**src/hdl/crc16fr_pkg.sv**
```systemverilog
// ----------------------------------------------------------------------------
// CRC-16 frame receiver package
// Shared widths, register indexes, parser phases and the frame descriptor.
// ----------------------------------------------------------------------------
package crc16fr_pkg;

	localparam int unsigned MAX_PAYLOAD_DEF = 64;

	localparam int unsigned BYTE_W = 8;
	localparam int unsigned LEN_W  = 7;
	localparam int unsigned IDX_W  = 6;
	localparam int unsigned CRC_W  = 16;

	localparam logic [CRC_W-1:0] CRC_POLY = 16'h1021;
	localparam logic [CRC_W-1:0] CRC_INIT = 16'hFFFF;
	localparam logic [CRC_W-1:0] CRC_MSB  = 16'h8000;

	localparam logic [BYTE_W-1:0] SYNC_FIRST_RST  = 8'hAA;
	localparam logic [BYTE_W-1:0] SYNC_SECOND_RST = 8'h55;
	localparam logic [LEN_W-1:0]  CAPACITY_RST    = 7'd64;

	typedef enum logic [1:0] {
		REG_SYNC_FIRST  = 2'd0,
		REG_SYNC_SECOND = 2'd1,
		REG_CAPACITY    = 2'd2
	} reg_index_t;

	typedef enum logic [2:0] {
		PH_HUNT_A = 3'd0,
		PH_HUNT_B = 3'd1,
		PH_TYPE   = 3'd2,
		PH_LEN    = 3'd3,
		PH_DATA   = 3'd4,
		PH_CRC_LO = 3'd5,
		PH_CRC_HI = 3'd6
	} phase_t;

	// One good frame, handed from the parser to the emitter.
	typedef struct packed {
		logic [BYTE_W-1:0] frame_type;
		logic [LEN_W-1:0]  length;
		logic              withheld;
		logic              bank;
	} desc_t;

endpackage

```
**src/hdl/crc16fr_ram.sv**
```systemverilog
// ----------------------------------------------------------------------------
// CRC-16 frame receiver payload buffer
// Two banks of payload bytes, one write port, one registered read port.
// ----------------------------------------------------------------------------
module crc16fr_ram
	import crc16fr_pkg::*;
#(
	parameter int unsigned AW = 6
) (
	input  logic              clk,
	input  logic              we,
	input  logic [AW:0]       waddr,
	input  logic [BYTE_W-1:0] wdata,
	input  logic              re,
	input  logic [AW:0]       raddr,
	output logic [BYTE_W-1:0] rdata
);

	localparam int unsigned DEPTH = 2 << AW;

	logic [BYTE_W-1:0] mem_q [0:DEPTH-1];
	logic [BYTE_W-1:0] rdata_q;

	always_ff @(posedge clk) begin
		if (we) begin
			mem_q[waddr] <= wdata;
		end
	end

	always_ff @(posedge clk) begin
		if (re) begin
			rdata_q <= mem_q[raddr];
		end
	end

	assign rdata = rdata_q;

endmodule

```
**src/hdl/crc16fr_front.sv**
```systemverilog
// ----------------------------------------------------------------------------
// CRC-16 frame receiver parser
// Hunts for the sync pair, takes type and length, stores the payload and
// checks the trailing CRC; a good frame leaves as a descriptor.
// ----------------------------------------------------------------------------
module crc16fr_front
	import crc16fr_pkg::*;
#(
	parameter int unsigned MAX_PAYLOAD = MAX_PAYLOAD_DEF,
	parameter int unsigned AW          = 6
) (
	input  logic              clk,
	input  logic              arst_n,
	input  logic              accept,
	input  logic [BYTE_W-1:0] rx_byte,
	input  logic [BYTE_W-1:0] sync_first,
	input  logic [BYTE_W-1:0] sync_second,
	input  logic [LEN_W-1:0]  capacity,
	output logic              wr_en,
	output logic [AW:0]       wr_addr,
	output logic [BYTE_W-1:0] wr_data,
	output logic              desc_push,
	output desc_t             desc
);

	localparam logic [BYTE_W-1:0] MAX_LEN_B = BYTE_W'(MAX_PAYLOAD);

	phase_t             phase_q, phase_d;
	logic               bank_q;
	logic [BYTE_W-1:0]  type_q;
	logic [LEN_W-1:0]   len_q;
	logic [LEN_W-1:0]   fill_q;
	logic [LEN_W-1:0]   fill_inc;
	logic [CRC_W-1:0]   crc_q;
	logic [BYTE_W-1:0]  crc_lo_q;
	logic               crc_ok;

	function automatic logic [CRC_W-1:0] crc_feed(input logic [CRC_W-1:0] c,
		input logic [BYTE_W-1:0] b);
		logic [CRC_W-1:0] r;
		r = c ^ {b, 8'h00};
		for (int k = 0; k < 8; k++) begin
			if ((r & CRC_MSB) != '0) begin
				r = (r << 1) ^ CRC_POLY;
			end else begin
				r = r << 1;
			end
		end
		return r;
	endfunction

	assign fill_inc = fill_q + LEN_W'(1);
	assign crc_ok   = ({rx_byte, crc_lo_q} == crc_q);

	// Next phase
	always_comb begin
		phase_d = phase_q;
		if (accept) begin
			case (phase_q)
				PH_HUNT_A: begin
					if (rx_byte == sync_first) phase_d = PH_HUNT_B;
				end
				PH_HUNT_B: begin
					if (rx_byte == sync_second) begin
						phase_d = PH_TYPE;
					end else if (rx_byte != sync_first) begin
						phase_d = PH_HUNT_A;
					end
				end
				PH_TYPE: phase_d = PH_LEN;
				PH_LEN: begin
					if (rx_byte > MAX_LEN_B) begin
						phase_d = PH_HUNT_A;
					end else if (rx_byte == '0) begin
						phase_d = PH_CRC_LO;
					end else begin
						phase_d = PH_DATA;
					end
				end
				PH_DATA: begin
					if (fill_inc >= len_q) phase_d = PH_CRC_LO;
				end
				PH_CRC_LO: phase_d = PH_CRC_HI;
				PH_CRC_HI: phase_d = PH_HUNT_A;
				default:   phase_d = PH_HUNT_A;
			endcase
		end
	end

	// Outputs
	always_comb begin
		wr_en     = 1'b0;
		desc_push = 1'b0;
		case (phase_q)
			PH_DATA:   wr_en     = accept;
			PH_CRC_HI: desc_push = accept && crc_ok;
			default: begin
				wr_en     = 1'b0;
				desc_push = 1'b0;
			end
		endcase
	end

	assign wr_addr         = {bank_q, fill_q[AW-1:0]};
	assign wr_data         = rx_byte;
	assign desc.frame_type = type_q;
	assign desc.length     = len_q;
	assign desc.withheld   = (len_q == '0) || (len_q > capacity);
	assign desc.bank       = bank_q;

	always_ff @(posedge clk or negedge arst_n) begin
		if (!arst_n) begin
			phase_q <= PH_HUNT_A;
			bank_q  <= 1'b0;
		end else begin
			phase_q <= phase_d;
			// flip to the other bank once a good frame owns this one
			if (desc_push) bank_q <= ~bank_q;
		end
	end

	always_ff @(posedge clk) begin
		if (accept) begin
			case (phase_q)
				PH_TYPE: begin
					type_q <= rx_byte;
					crc_q  <= crc_feed(CRC_INIT, rx_byte);
				end
				PH_LEN: begin
					if (rx_byte <= MAX_LEN_B) begin
						len_q  <= rx_byte[LEN_W-1:0];
						crc_q  <= crc_feed(crc_q, rx_byte);
						fill_q <= '0;
					end
				end
				PH_DATA: begin
					crc_q  <= crc_feed(crc_q, rx_byte);
					fill_q <= fill_inc;
				end
				PH_CRC_LO: crc_lo_q <= rx_byte;
				default: begin
					crc_lo_q <= crc_lo_q;
				end
			endcase
		end
	end

endmodule

```
**src/hdl/crc16fr_queue.sv**
```systemverilog
// ----------------------------------------------------------------------------
// CRC-16 frame receiver descriptor queue
// Two-entry queue of good frames between parser and emitter.
// ----------------------------------------------------------------------------
module crc16fr_queue
	import crc16fr_pkg::*;
(
	input  logic  clk,
	input  logic  arst_n,
	input  logic  push,
	input  desc_t din,
	input  logic  pop,
	output desc_t head,
	output logic  head_valid,
	output logic  full
);

	desc_t      entry_q [0:1];
	logic       wptr_q;
	logic       rptr_q;
	logic [1:0] count_q;

	assign head       = entry_q[rptr_q];
	assign head_valid = (count_q != 2'd0);
	assign full       = (count_q == 2'd2);

	always_ff @(posedge clk or negedge arst_n) begin
		if (!arst_n) begin
			wptr_q  <= 1'b0;
			rptr_q  <= 1'b0;
			count_q <= 2'd0;
		end else begin
			if (push) wptr_q <= ~wptr_q;
			if (pop)  rptr_q <= ~rptr_q;
			case ({push, pop})
				2'b10:   count_q <= count_q + 2'd1;
				2'b01:   count_q <= count_q - 2'd1;
				default: count_q <= count_q;
			endcase
		end
	end

	always_ff @(posedge clk) begin
		if (push) entry_q[wptr_q] <= din;
	end

endmodule

```
**src/hdl/crc16fr_back.sv**
```systemverilog
// ----------------------------------------------------------------------------
// CRC-16 frame receiver emitter
// Walks the head frame byte by byte into a one-entry result register.
// ----------------------------------------------------------------------------
module crc16fr_back
	import crc16fr_pkg::*;
#(
	parameter int unsigned AW = 6
) (
	input  logic              clk,
	input  logic              arst_n,
	input  desc_t             head,
	input  logic              head_valid,
	output logic              desc_pop,
	output logic              rd_en,
	output logic [AW:0]       rd_addr,
	input  logic [BYTE_W-1:0] rd_data,
	input  logic              pop,
	output logic              empty,
	output logic [BYTE_W-1:0] frame_type,
	output logic [LEN_W-1:0]  frame_length,
	output logic [BYTE_W-1:0] payload_byte,
	output logic [IDX_W-1:0]  byte_index,
	output logic              data_valid,
	output logic              last
);

	logic              out_v_q;
	logic [IDX_W-1:0]  cnt_q;
	logic              load;
	logic              last_now;
	logic [BYTE_W-1:0] type_q;
	logic [LEN_W-1:0]  len_q;
	logic [IDX_W-1:0]  idx_q;
	logic              valid_q;
	logic              last_q;

	// refill the result register when it is empty or being drained
	assign load     = head_valid && (!out_v_q || pop);
	assign last_now = head.withheld || ((LEN_W'(cnt_q) + LEN_W'(1)) == head.length);
	assign desc_pop = load && last_now;
	assign rd_en    = load && !head.withheld;
	assign rd_addr  = {head.bank, cnt_q[AW-1:0]};

	always_ff @(posedge clk or negedge arst_n) begin
		if (!arst_n) begin
			out_v_q <= 1'b0;
			cnt_q   <= '0;
		end else begin
			if (load) begin
				out_v_q <= 1'b1;
				cnt_q   <= last_now ? '0 : cnt_q + IDX_W'(1);
			end else if (pop) begin
				out_v_q <= 1'b0;
			end
		end
	end

	always_ff @(posedge clk) begin
		if (load) begin
			type_q  <= head.frame_type;
			len_q   <= head.length;
			idx_q   <= head.withheld ? '0 : cnt_q;
			valid_q <= !head.withheld;
			last_q  <= last_now;
		end
	end

	assign empty        = !out_v_q;
	assign frame_type   = type_q;
	assign frame_length = len_q;
	assign payload_byte = valid_q ? rd_data : '0;
	assign byte_index   = idx_q;
	assign data_valid   = valid_q;
	assign last         = last_q;

endmodule

```
**src/hdl/crc16_frame_receiver.sv**
```systemverilog
// ----------------------------------------------------------------------------
// CRC-16 frame receiver
// Sync/type/length framed byte parser with CRC-16/CCITT-FALSE check.
//
//   channel   handshake        payload
//   -------   --------------   ----------------------------------------------
//   input     push / full      rx_byte
//   result    pop / empty      frame_type frame_length payload_byte
//                              byte_index data_valid last
//   config    wr_en            wr_index wr_data
//
// The parser takes one byte per cycle while full is low; the emitter gives one
// result per cycle from the payload buffer while pop is held and a frame is
// queued. A frame of n payload bytes is n + 6 input bytes.
// Two good frames may be held (queued or being emitted); while both
// buffer banks are held, full stays high. No clearing pass after reset.
// ----------------------------------------------------------------------------
module crc16_frame_receiver
	import crc16fr_pkg::*;
#(
	parameter int unsigned MAX_PAYLOAD = MAX_PAYLOAD_DEF
) (
	input  logic              clk,
	input  logic              arst_n,
	input  logic              push,
	output logic              full,
	input  logic [BYTE_W-1:0] rx_byte,
	output logic              empty,
	input  logic              pop,
	output logic [BYTE_W-1:0] frame_type,
	output logic [LEN_W-1:0]  frame_length,
	output logic [BYTE_W-1:0] payload_byte,
	output logic [IDX_W-1:0]  byte_index,
	output logic              data_valid,
	output logic              last,
	input  logic              wr_en,
	input  logic [1:0]        wr_index,
	input  logic [BYTE_W-1:0] wr_data
);

	localparam int unsigned AW = (MAX_PAYLOAD > 1) ? $clog2(MAX_PAYLOAD) : 1;

	logic [BYTE_W-1:0] sync_first_q;
	logic [BYTE_W-1:0] sync_second_q;
	logic [LEN_W-1:0]  capacity_q;

	logic              accept;
	logic              ram_we;
	logic [AW:0]       ram_waddr;
	logic [BYTE_W-1:0] ram_wdata;
	logic              ram_re;
	logic [AW:0]       ram_raddr;
	logic [BYTE_W-1:0] ram_rdata;
	logic              desc_push;
	logic              desc_pop;
	desc_t             desc_in;
	desc_t             desc_head;
	logic              head_valid;

	always_ff @(posedge clk or negedge arst_n) begin
		if (!arst_n) begin
			sync_first_q  <= SYNC_FIRST_RST;
			sync_second_q <= SYNC_SECOND_RST;
			capacity_q    <= CAPACITY_RST;
		end else if (wr_en) begin
			case (wr_index)
				REG_SYNC_FIRST:  sync_first_q  <= wr_data;
				REG_SYNC_SECOND: sync_second_q <= wr_data;
				REG_CAPACITY:    capacity_q    <= wr_data[LEN_W-1:0];
				default:         capacity_q    <= capacity_q;
			endcase
		end
	end

	assign accept = push && !full;

	crc16fr_front #(
		.MAX_PAYLOAD (MAX_PAYLOAD),
		.AW          (AW)
	) u_front (
		.clk         (clk),
		.arst_n      (arst_n),
		.accept      (accept),
		.rx_byte     (rx_byte),
		.sync_first  (sync_first_q),
		.sync_second (sync_second_q),
		.capacity    (capacity_q),
		.wr_en       (ram_we),
		.wr_addr     (ram_waddr),
		.wr_data     (ram_wdata),
		.desc_push   (desc_push),
		.desc        (desc_in)
	);

	crc16fr_ram #(
		.AW (AW)
	) u_ram (
		.clk   (clk),
		.we    (ram_we),
		.waddr (ram_waddr),
		.wdata (ram_wdata),
		.re    (ram_re),
		.raddr (ram_raddr),
		.rdata (ram_rdata)
	);

	crc16fr_queue u_queue (
		.clk        (clk),
		.arst_n     (arst_n),
		.push       (desc_push),
		.din        (desc_in),
		.pop        (desc_pop),
		.head       (desc_head),
		.head_valid (head_valid),
		.full       (full)
	);

	crc16fr_back #(
		.AW (AW)
	) u_back (
		.clk          (clk),
		.arst_n       (arst_n),
		.head         (desc_head),
		.head_valid   (head_valid),
		.desc_pop     (desc_pop),
		.rd_en        (ram_re),
		.rd_addr      (ram_raddr),
		.rd_data      (ram_rdata),
		.pop          (pop && !empty),
		.empty        (empty),
		.frame_type   (frame_type),
		.frame_length (frame_length),
		.payload_byte (payload_byte),
		.byte_index   (byte_index),
		.data_valid   (data_valid),
		.last         (last)
	);

endmodule

```
**config.mk**
```make
export PLATFORM = sky130hd
export DESIGN_NAME = crc16_frame_receiver
export DESIGN_NICKNAME = d
export VERILOG_FILES = /design/src/hdl/crc16fr_pkg.sv /design/src/hdl/crc16fr_ram.sv /design/src/hdl/crc16fr_front.sv /design/src/hdl/crc16fr_queue.sv /design/src/hdl/crc16fr_back.sv /design/src/hdl/crc16_frame_receiver.sv
export SDC_FILE = /design/constraint.sdc
export NUM_CORES = 1
export LEC_CHECK = 0
export BUFFER_PORTS_ARGS = -buffer_cell sky130_fd_sc_hd__buf_2
export CORE_MARGIN = 2
export CORE_UTILIZATION = 45
export CTS_BUF_LIST = sky130_fd_sc_hd__clkbuf_8
export DETAILED_ROUTE_END_ITERATION = 6
export PLACE_DENSITY = 0.69
export SETUP_SLACK_MARGIN = 0.5
export SYNTH_ARGS = -nofsm -noshare
export SYNTH_HDL_FRONTEND = slang
export SYNTH_SLANG_ARGS = --single-unit
```
**constraint.sdc**
```tcl
create_clock -name clk -period 2.4 [get_ports clk]
set_input_delay 0.48 -clock clk [delete_from_list [all_inputs] [get_ports clk]]
set_output_delay 0.48 -clock clk [all_outputs]
set_load 0.05 [all_outputs]
```
Word-level counts from Yosys, hierarchy flattened:

Memory sizes are Yosys's and may differ from the RTL's. A register that Yosys moved wholly into a read port is not among the register bits.
Cells that the tools add are included.
W data, S select, Z words.

* flip-flop bits (word level): 107
* bits in writable memories: 1058
* memories: 2
* bits of input ports: 23
* logic and storage cells: 203
* output and inout bits: 33

Memory list
* u_ram.mem_q: depth 128, bits a word 8, rd ports 1, clocked after memory_dff 1, write ports 1, RTL line crc16fr_ram.sv:21 `logic [BYTE_W-1:0] mem_q [0:DEPTH-1];`
* u_queue.entry_q: depth 2, bits a word 17, rd ports 1, clocked after memory_dff 0, write ports 1, RTL line crc16fr_queue.sv:18 `desc_t entry_q [0:1];`

* bitwise gates (word level): 28
* equal/unequal tests: 20
* order comparisons: 4
* add/sub/neg operators: 5
* mux-type cells: 94
* reduce and logical (&&, ||, !) cells: 30

Operators by type and width (number)
* $mux W16: 50
* $mux W13: 23
* $not A3 Y3: 23
* $pmux W16 S3: 1
* $pmux W3 S6: 1
* $eq A16 B16 Y1: 1
* $eq A8 B8 Y1: 2
* $not A16 Y16: 1
* $xor A16 B16 Y16: 1
* $mux W3: 5
* $pmux W7 S2: 1
* $reduce_and A2 Y1: 5
* $eq A3 B3 Y1 const B: 3
* $mux W1: 9
* $reduce_and A3 Y1: 3
* $gt A8 B7 Y1 const B: 1
* $le A8 B7 Y1 const B: 1
* $logic_not A8 Y1: 1
* $mux W8: 1
* $ne A8 B8 Y1: 1
* $reduce_bool A2 Y1: 4
* $add A6 B1 Y7 const B: 1
* $add A7 B1 Y7 const B: 1
* $eq A7 B7 Y1: 1
* other kinds (23): 40

Logic depth before layout (Yosys ltp):

Gate-level depths: netlist of run 1.

* depth after elaboration: 40
* gate-level depth with buffers: 12
* mapped depth without buffers: 11

Cells and area by module:

A second synthesis of run 1 with hierarchy kept.

* cells, all modules: 2137
* area total of the unflattened synthesis: 46612.2 um^2

By module, submodules not included
* crc16fr_ram: seq. area each 30989.7 um^2, area each 39745.6 um^2, cells each 1635, instances 1
* crc16fr_front: seq. area each 1481.4 um^2, area each 3133.0 um^2, cells each 279, instances 1
* crc16fr_queue: seq. area each 1121.1 um^2, area each 1463.9 um^2, cells each 69, instances 1
* crc16fr_back: seq. area each 865.8 um^2, area each 1370.1 um^2, cells each 103, instances 1
* crc16_frame_receiver: seq. area each 586.8 um^2, area each 899.6 um^2, cells each 51, instances 1

Worst setup path before layout of run 1:

OpenSTA, ideal clock, no wires.

* kind: input to register
* start: input port rx_byte[6]
* end: memory u_queue.entry_q[0][0] (netlist bit) (enable)
* path slack: -222 ps
* arrival: 2231 ps
* buffers on the path: 1
* stages on the path: 6
* data required time: 2009 ps
* library setup time: 391 ps
* path through: clkbuf_1 > xnor2_1 > nand4_1 > nor3_1 > nand4_1 > nor2_1

* word-level cells in the longest chain between the ends: 5

Ends and longest elaborated chain
* start: declaration: RTL line crc16_frame_receiver.sv:27 `input logic [BYTE_W-1:0] rx_byte,`
* $eq A16 B16 Y1: RTL line crc16fr_front.sv:53 `assign crc_ok = ({rx_byte, crc_lo_q} == crc_q);`
* $logic_and A1 B1 Y1: RTL line crc16fr_front.sv:96 `PH_CRC_HI: desc_push = accept && crc_ok;`
* $mux W1: RTL line crc16fr_front.sv:94 `case (phase_q)`
* $mux W1: RTL line crc16fr_queue.sv:44 `if (push) entry_q[wptr_q] <= din;`
* $mux W1 (implied by the code): RTL line crc16fr_queue.sv:44
* end: declaration: RTL line crc16fr_queue.sv:18

No other way between the ends.

==> results.cfg, run 1 <==
[yosys]
synth_area_um2 = 46540
syn-num-nets = 2311
ys_warn_count = 0
synth_flop_cell = edfxtp_1
syn_inst = 2271
yosysSeqAreaShare_pct = 75.31
synth_seq_cells = 1173
ys_types = 56
synth_edf_count = 1135
avgSynthCellArea_um2 = 20.49
async_flop_share_pct = 3.240

[hold_path]
hold_end = u_front.len_q[0]
hp-class = in2reg
min_from = rx_byte[0]
hold_path_depth = 1

[floorplanning]
die_area_um2 = 106000
rows = 117
pin_count = 56
die_width_um = 325.6
die-height_um = 325.6
initial_core_util_pct = 45.54
core-area_um2 = 102200

[worst_setup_path]
r2r_cells = 9
worstSetupEndpointType = flop
critPathKind = reg2reg
critical_path.cell_chain = buf_12 -> buf_4 -> buf_12 -> mux4_2 -> mux2i_1 -> a22o_1 -> a221oi_2 -> nand4_1 -> a21oi_1
required_ns = 3.08
cp_common_cell = buf_12
start_kind = flop
slowest_stage = dfrtp_4
r2r_end = u_ram.rdata[2]
worstPathMaxFanout = 8
rr_startpoint = u_back.cnt_q[0]
critPathArrivalTime_ns = 3.24
critPathMaxStageDelay_ns = 0.55
regToRegSetupSlack_ns = -0.17

[sta]
maxSlewHeadroom_pct = 33.29
clock_skew_ns = 0.03986
hold_violations = 0
fmax_mhz = 389.8
setup_viol = 14
whs_ns = 0.06244
period_minus_slack_ns = 2.565
slew_violations = 0
tightest_slew_ns = 0.9963
fin_crit_sh_pct = 106.9
finalWorstSetupSlack_ns = -0.1653
rsz0062_at_grt = true

[detailed_routing]
ant_nets = 0
via_count = 25160
firstDrtPassIters = 6
wl_per_cell_um = 26.79
vias_per_cell = 5.733
remaining_drc_errors = 0
drt_iter0_drc = 2751
routed_wl_mm = 117.6

[placed_design]
hpwl_mm = 69.74
numPortBuffers = 55
globalplace.congestion = 0.8622
dp_cells = 3935

[clock_network]
clk_pin_slew_ns = 0.07
htreeDepth = 4
cts_buffers = 179
cts_tree = yes
clock-sinks = 1173
insertion_delay_ns = 0.83
cts_root_buf = clkbuf_8
clock_path_buffers = 3

[run_status]
status = finished with violations
failed_checks = setup timing

[grt]
gr-total-overflow = 0
first_global_vias = 25850
antenna_found_initial = 2
grt_use_total_pct = 21.58
grt_start_max_net_pins = 129
grt_pass1_wl_mm = 168.6

[power_and_ir_drop]
internal_power_mw = 31.28
totalPowerFinal_mw = 39.58
power.switching_fraction_pct = 20.98
seq_power_share_pct = 57.1
combPwrFrac_pct = 1.9
p_per_area_nw_per_um2 = 670.0
ir_drop_uv = 512.6
p_sw_mw = 8.303
p_leak_nw = 19.16
clock_power_share_pct = 41.0

[job]
cap_violations = 0

[cells_and_area]
drive_gt1_share_pct = 44.96
nets = 2915
fin_cells = 4388
area_delta_synth_final_pct = 26.93
[area by class of cell]
cell class / instances / area (µm²)
diodes: 2 / 5.005
repair buffers: 537 / 6096
flip-flops and latches: 1173 / 35060
fillers: 7188 / 43110
multi-input cells: 960 / 12600
well taps: 1368 / 1712
clock inverters: 139 / 950.9
clock buffers: 185 / 2546
inverters: 24 / 96.34
[cells in the mapped netlist, drive strengths merged, types with 2 or more instances]
cell        n  area share, %
nor3       23           0.25
inv        24           0.19
and2       21           0.28
a22o        8           0.15
nand4      17           0.23
xnor2      49           0.92
a22oi      24           0.39
dfstp       9           0.51
o21ai      14           0.15
a21oi      31           0.34
nor2      151            1.2
nor3b       5           0.12
clkbuf     43           0.35
mux2i      85            1.8
edfxtp   1135             73
nand3b      2          0.032
mux2       52            1.3
a221oi     40           0.75
o22a        2          0.038
nand3      18           0.22
nand2b      5          0.067
nor4        8           0.14
xor2       39           0.73
o21a        2          0.032
or3         2          0.027
and3        7           0.10
ha         17           0.46
a21o        6          0.097
mux4      256             12
buf        71            1.1
o2bb2ai     2          0.038
a31o        2          0.056
nor2b      10           0.13
dfrtp      29            1.6
nand2      52           0.42
[power groups by stage]
stage	clock (mW)	combinational, mW	sequential, mW
after floorplan	0	0.254	23.0
after global placement	0	0.670	23.0
after CTS	16.4	0.765	22.6
after global routing	17.3	0.831	22.6
after detailed placement	0	0.718	23.0
final	16.2	0.768	22.6
[metal layers]
metal  vias to the layer above  global-route usage, %  part of all wire, %
met5                         -                      0                    0
met4                         0                  7.994                  2.5
met3                       173                  5.852                  8.4
met2                      1192                  35.19                   51
met1                     13200                  27.88                   38
li1                      10590                      -                    -
[flip-flops by register name, indices dropped and copies added (netlist names), 2 cells and up]
name	count
u_front.fill_q	7
u_front.type_q	8
u_front.phase_q	3
sync_second_q	8
u_ram.rdata	8
u_back.frame_length	7
u_front.crc_lo_q	8
u_ram.mem_q	1024
u_back.byte_index	6
capacity_q	7
u_queue.count_q	2
u_back.frame_type	8
u_front.len_q	7
u_back.cnt_q	6
u_front.crc_q	16
u_queue.entry_q	34
sync_first_q	8
[cell usage in the layout (no fill, tap or decap), types with 18 or more instances in the layout]
cell	netlist	routed
mux2_2	51	38
buf_4	16	253
nor2_4	0	99
mux4_2	256	256
clkinv_2	0	20
xnor2_1	49	42
buf_8	0	21
xor2_1	39	37
buf_12	0	94
clkbuf_8	0	185
buf_2	37	33
mux2i_1	85	71
edfxtp_1	1135	1135
buf_6	16	104
nor2_2	0	18
nand2_1	52	35
a221oi_2	0	19
dfrtp_1	29	22
nor2_1	151	34
clkinv_1	0	47
inv_1	24	68
[what timing repair did]
action | 4_1_cts | 5_1_grt
buffers inserted | 70 | 31
pin swaps | 92 | 67
gates cloned | 10 | 4
gates resized for setup | 303 | 249
hold endpoints to repair | 47 | 1
hold buffers | 11 | 1
setup endpoints to repair | 1121 | 1141
[per-stage QoR]
step	setup WS, ns	instance area (µm²)	utilization (%)	setup TNS, ns
finish	-0.1653	59070	57.81	-1.206
global route	-0.2685	59070	57.81	-2.444
CTS	-0.1355	57590	56.36	-0.8985
detailed placement	-0.4525	51580	50.48	-3.713
global placement	-0.4382	51580	50.48	-2.944
floorplan	0.1216	46990	-	0
[cells by family (layout without fill, tap and decap cells)]
kind of cell | count (synthesis) | count (layout) | synth area share [%]
buffers and inverters | 138 | 885 | 1.600
and+or+nand+nor | 322 | 322 | 3.259
adders and majority gates | 17 | 17 | 0.4571
AOI/OAI and AO/OA | 139 | 139 | 2.191
muxes | 393 | 393 | 15.48
xor gates and xnor gates | 89 | 89 | 1.705
DFF | 1173 | 1173 | 75.31
other | 0 | 2 | 0
[how the worst max path moves through the flow]
stage / cells past startpoint / start / slack (ns) / endpoint
CTS: 11 / u_back.cnt_q[0] / -0.14 / u_ram.rdata[6]
detailed placement: 9 / u_back.cnt_q[0] / -0.45 / u_ram.rdata[6]
global placement: 9 / u_back.cnt_q[0] / -0.44 / u_ram.rdata[6]
finish: 9 / u_back.cnt_q[0] / -0.17 / u_ram.rdata[2]
global route: 9 / u_back.cnt_q[0] / -0.27 / u_ram.rdata[4]
floorplan: 11 / u_back.cnt_q[0] / 0.12 / u_queue.count_q[1]
[worst max-delay path, delay by kind of cell (launching register included)]
kind / cells / cell delay, ns
mux: 2 / 0.41
buf+inv: 3 / 0.47
compound gates: 3 / 0.82
simple gates: 1 / 0.17
flops: 1 / 0.55
Power figures use the tool's default switching activity.
==> inputs of run 2 (changes only) <==
--- a/config.mk
+++ b/config.mk
@@ -6,11 +6,13 @@
 export NUM_CORES = 1
 export LEC_CHECK = 0
 export BUFFER_PORTS_ARGS = -buffer_cell sky130_fd_sc_hd__buf_2
+export CELL_PAD_IN_SITES_DETAIL_PLACEMENT = 0
+export CELL_PAD_IN_SITES_GLOBAL_PLACEMENT = 1
 export CORE_MARGIN = 2
 export CORE_UTILIZATION = 45
 export CTS_BUF_LIST = sky130_fd_sc_hd__clkbuf_8
 export DETAILED_ROUTE_END_ITERATION = 6
-export PLACE_DENSITY = 0.69
+export PLACE_DENSITY = 0.76
 export SETUP_SLACK_MARGIN = 0.5
 export SYNTH_ARGS = -nofsm -noshare
 export SYNTH_HDL_FRONTEND = slang
==> run 2 against run 1 <==
Effect of this change:
- the run still ends with setup timing left
- clock-buffer cell count is 2 higher
- sequential cell count stayed put
- die area unchanged
- critical path type unchanged
- largest power group unchanged
==> results.cfg, run 2 (synthesized netlist as in run 1, its figures left out) <==
[run_status]
status = finished with violations
failed_checks = setup timing

[clock_network]
htreeDepth = 4
clock_path_buffers = 3
cts_tree = yes
clk_pin_slew_ns = 0.06
cts_root_buf = clkbuf_8
cts_buffers = 183
insertion_delay_ns = 0.86
clock-sinks = 1173

[sta]
clock_skew_ns = 0.04738
period_minus_slack_ns = 2.584
setup_viol = 10
fin_crit_sh_pct = 107.7
fmax_mhz = 387.0
hold_violations = 0
finalWorstSetupSlack_ns = -0.1839
rsz0062_at_grt = true
whs_ns = 0.05611
tightest_slew_ns = 0.8959
slew_violations = 0
maxSlewHeadroom_pct = 40.05

[cells_and_area]
layout_common_cells = 1135 x edfxtp_1, 269 x buf_4, 256 x mux4_2, 187 x clkbuf_8, 110 x buf_6
largest_reg_flops = 1024
fillers = 7396
area_delta_synth_final_pct = 26.45
multiInputGateArea_um2 = 12590
nets = 2927
reg_top3 = u_ram.mem_q x1024, u_queue.entry_q x34, u_front.crc_q x16
drive_gt1_share_pct = 44.21
final_common_cell = edfxtp_1
register_area_um2 = 35060
top_register = u_ram.mem_q

[placed_design]
hpwl_mm = 72.26
globalplace.congestion = 0.8692
numPortBuffers = 55

[grt]
grt_start_max_net_pins = 133
first_global_vias = 26120
grt_pass1_wl_mm = 173.5
antenna_found_initial = 1
grt_use_total_pct = 22.23
gr-total-overflow = 0

[hold_path]
hold_path_depth = 2
hp-class = in2reg
hold_end = u_front.len_q[5]
min_from = rx_byte[5]

[floorplanning]
die-height_um = 325.6
rows = 117
initial_core_util_pct = 45.54
die_area_um2 = 106000
core-area_um2 = 102200
pin_count = 56
die_width_um = 325.6

[worst_setup_path]
r2r_end = u_ram.rdata[4]
required_ns = 2.98
worstPathMaxFanout = 6
start_kind = flop
critPathArrivalTime_ns = 3.16
worstSetupEndpointType = flop
rr_startpoint = u_back.cnt_q[0]
r2r_cells = 10
regToRegSetupSlack_ns = -0.18
critPathKind = reg2reg

[power_and_ir_drop]
p_leak_nw = 19.14
p_per_area_nw_per_um2 = 661.0
totalPowerFinal_mw = 38.90
ir_drop_uv = 379.8

[job]
cap_violations = 0

[detailed_routing]
ant_nets = 0
wl_per_cell_um = 27.26
vias_per_cell = 5.731
via_count = 25230
remaining_drc_errors = 0
drt_iter0_drc = 2903
firstDrtPassIters = 7
routed_wl_mm = 120.0
## run 2: cell count changes in the layout (fill, tap and decap cells not counted), moves of 6 or more
cell       delta
buf_6         +6
nand2_1       +6
mux2i_1       -7
nor2_4        +7
buf_12       -27
clkinv_1      -7
a21oi_1       +6
buf_16        +7
buf_4        +16
inv_1        +20
bufinv_16     -8
nor2_2       -11
## run 2: layout make-up
cell class / count / area share [%]
diodes: 1 / 0.004252
clock buffers: 187 / 4.374
clock inverters: 144 / 1.342
inverters: 24 / 0.1616
multi-input cells: 960 / 21.39
flip-flops and latches: 1173 / 59.57
well taps: 1368 / 2.909
repair buffers: 545 / 10.25
## run 2: how the worst max path moves through the flow
stage / to / depth (start not counted) / from
4_1_cts: u_ram.rdata[6] / 10 / u_back.cnt_q[0]
3_3_place_gp: u_ram.rdata[0] / 8 / u_back.cnt_q[0]
6_report: u_ram.rdata[4] / 10 / u_back.cnt_q[0]
3_5_place_dp: u_ram.rdata[0] / 7 / u_back.cnt_q[0]
5_1_grt: u_ram.rdata[4] / 10 / u_back.cnt_q[0]
2_1_floorplan: u_queue.count_q[1] / 11 / u_back.cnt_q[0]
## run 2: routing by layer
layer	routed length, µm	GRT usage (%)
met2	58930	35.72
met4	4391	8.385
met5	0	0
met3	9186	4.853
met1	47470	29.95
## run 2: worst max-delay path, stage by stage (launching register included)
cell      delay [ns]
dfrtp_4         0.47
buf_12          0.13
buf_12          0.14
buf_8           0.14
mux4_2          0.52
mux2i_2         0.21
a22o_1          0.29
a221oi_2        0.07
buf_4           0.21
nand4_1         0.08
a21oi_1         0.05
## run 2: power by group
part | total (mW) | internal [mW] | switching, mW
sequential | 22.6 | 22.5 | 0.0491
combinational | 0.770 | 0.249 | 0.520
clock | 15.5 | 7.74 | 7.81
total | 38.9 | 30.5 | 8.38
## run 2: what timing repair did
| item | CTS | global route |
|---|---|---|
| setup buffers | 81 | 19 |
| pin swaps | 105 | 78 |
| gates cloned | 14 | 4 |
| endpoints found under the setup margin | 1150 | 1116 |
| hold endpoints to repair | 55 | 0 |
| hold buffers | 10 | 0 |
| gates resized for setup | 326 | 197 |
## run 2: stage by stage
step                      setup WS (ns)  instance area (µm²)  std cells  setup TNS [ns]  utilization [%]
after floorplan                  0.1216                46990       2271               0                -
after global placement          -0.3592                51570       3942          -2.660            50.47
after detailed placement        -0.3546                51570       3942          -2.920            50.47
after CTS                       -0.1581                57690       4378          -1.384            56.46
after global routing            -0.2777                58850       4402          -2.369            57.59
final                           -0.1839                58850       4402          -1.462            57.59
==> inputs of run 3 (changes only) <==
--- a/config.mk
+++ b/config.mk
@@ -5,7 +5,8 @@
 export SDC_FILE = /design/constraint.sdc
 export NUM_CORES = 1
 export LEC_CHECK = 0
-export BUFFER_PORTS_ARGS = -buffer_cell sky130_fd_sc_hd__buf_2
+export BUFFER_PORTS_ARGS = -buffer_cell sky130_fd_sc_hd__buf_4
+export CAP_MARGIN = 20
 export CELL_PAD_IN_SITES_DETAIL_PLACEMENT = 0
 export CELL_PAD_IN_SITES_GLOBAL_PLACEMENT = 1
 export CORE_MARGIN = 2
==> run 3 against run 2 <==
Effect of this change:
- clock-buffer cell count rose by 2
- clock skew fell by 0.0095 ns
- highest routed layer unchanged
- worst hold slack improved by 0.038 ns
- setup slack improved by 0.043 ns
- sequential cell count did not move
- fmax rose by 1.7%
- total power fell by 0.39%
- largest cell class unchanged
- largest power group unchanged
- via count barely moved
- register-to-register slack improved by 0.04 ns
- routed wire length fell by 0.27%
- sequential share of layout area fell by 0.48 points
- the run still ends with setup timing left
==> results.cfg, run 3 (synthesized netlist as in run 1, its figures left out) <==
[sta]
hold_violations = 0
rsz0062_at_grt = true
maxSlewHeadroom_pct = 32.49
period_minus_slack_ns = 2.541
tns_ns = -1.078
fin_crit_sh_pct = 105.9
finalWorstSetupSlack_ns = -0.1406
clock_skew_ns = 0.03788
fmax_mhz = 393.6
tightest_slew_ns = 1.013
slew_violations = 0
setup_viol = 10

[cells_and_area]
multiInputGateArea_um2 = 12740
largest_reg_flops = 1024
drive_gt1_share_pct = 45.23
top_register = u_ram.mem_q
area_delta_synth_final_pct = 27.49
register_area_um2 = 35060
final_common_cell = edfxtp_1
post-route-cell-area_um2 = 59330
reg_top3 = u_ram.mem_q x1024, u_queue.entry_q x34, u_front.crc_q x16
layout_common_cells = 1135 x edfxtp_1, 339 x buf_4, 256 x mux4_2, 189 x clkbuf_8
nets = 2955
fillers = 7259

[detailed_routing]
routed_wl_mm = 119.7
wl_met2_mm = 59.11
firstDrtPassIters = 5
vias_per_cell = 5.699
drt_iter0_drc = 2629
via_count = 25240
wl_per_cell_um = 27.02
dr_wl_met3_mm = 8.885
met1_length_mm = 46.55
highest_layer = met4
ant_nets = 0
remaining_drc_errors = 0

[power_and_ir_drop]
ir_drop_uv = 577.3
p_per_area_nw_per_um2 = 653.1
p_leak_nw = 19.30

[job]
cap_violations = 0

[placed_design]
globalplace.congestion = 0.8508
numPortBuffers = 55
hpwl_mm = 72.66
pre_cts_ws_ns = -0.4561
dpl-instance-area_um2 = 51890

[grt]
grt_pass1_wl_mm = 174.1
grt_start_max_net_pins = 137
grt_use_total_pct = 22.41
gr-total-overflow = 0
antenna_found_initial = 3
first_global_vias = 25910

[clock_network]
cts_buffers = 180
clk_pin_slew_ns = 0.06
htreeDepth = 4
cts_tree = yes
cts_root_buf = clkbuf_8
clock-sinks = 1173
insertion_delay_ns = 0.84
clock_path_buffers = 3

[floorplanning]
initial_core_util_pct = 45.54
core-area_um2 = 102200
die-height_um = 325.6
die_area_um2 = 106000
rows = 117
die_width_um = 325.6
pin_count = 56

[worst_setup_path]
worstPathMaxFanout = 7
critPathMaxStageDelay_ns = 0.50
critical_path.cell_chain = buf_12 -> buf_16 -> buf_12 -> buf_6 -> mux4_2 -> mux2i_1 -> buf_4 -> a221oi_4 -> nand4_1 -> a21oi_2
crit_buf_inv = 5
critPathTopFamily = buffers and inverters
slowest_stage = dfrtp_4
required_ns = 3.08
cp_common_cell = buf_12
critPathArrivalTime_ns = 3.22
start_kind = flop
worstSetupEndpointType = flop
critPathKind = reg2reg

[hold_path]
hp-class = in2reg

[run_status]
status = finished with violations
failed_checks = setup timing
[run 3: cell count changes in the layout (fill, tap and decap cells not counted), sizes merged]
cell,change
buf,+33
bufbuf,-1
clkbuf,+2
clkinv,-2
clkinvlp,+1
dlygate4sd3,-1
inv,-5
[run 3: worst min-delay path, cell delays in order]
cell      delay [ns]
buf_4           0.09
nand2b_1        0.18
nand2_1         0.11
[run 3: path summary, 6_finish.rpt]
kind | from | to | slack [ns] | depth (start not counted)
worst max-delay path | u_back.cnt_q[0] | u_ram.rdata[6] | -0.14 | 10
worst max register to register | u_back.cnt_q[0] | u_ram.rdata[6] | -0.14 | 10
min in group asynchronous | arst_n | sync_first_q[2] | 0.18 | 2
worst min-delay path | pop | u_back.out_v_q | 0.09 | 3
worst min register to register | u_front.type_q[0] | u_queue.entry_q[0][9] | 0.44 | 0
max in group asynchronous | arst_n | u_back.cnt_q[4] | 1.76 | 2
[run 3: through the flow]
step / std cells / utilization, % / hold slack (ns) / power, mW
after floorplan: 2271 / - / 0.1844 / 23.25
after global placement: 3963 / 50.79 / 0.4261 / 23.69
after detailed placement: 3963 / 50.79 / 0.4383 / 23.73
after CTS: 4400 / 56.79 / 0.04760 / 39.02
after global routing: 4429 / 58.06 / 0.08625 / 39.93
final: 4429 / 58.06 / 0.09419 / 38.75
[run 3: cell type report]
type	count	share of cell area [%]
multi-input cells	960	21.47
diodes	1	0.004218
well taps	1368	2.885
inverters	24	0.1624
clock inverters	138	1.236
clock buffers	189	4.384
repair buffers	576	10.77
flip-flops and latches	1173	59.09
[run 3: power breakdown]
group | switching [mW] | total [mW] | internal, mW
Clock | 7.64 | 15.4 | 7.76
Sequential | 0.0489 | 22.6 | 22.5
Combinational | 0.512 | 0.762 | 0.251
Total | 8.21 | 38.7 | 30.5
[run 3: per-layer routing]
layer  vias up  global-route usage [%]
met5         -                       0
met4         0                   9.447
met3       253                   4.305
met2      1184                   36.80
met1     13160                   29.46
li1      10640                       -
[run 3: timing repair]
| item | in CTS | in global routing |
|---|---|---|
| endpoints found under the hold margin | 61 | 0 |
| cloned | 14 | 4 |
| setup buffers | 87 | 24 |
| resized for setup | 308 | 217 |
| hold buffers | 9 | 0 |
| setup endpoints to repair | 1136 | 1111 |
| pin swaps | 102 | 94 |
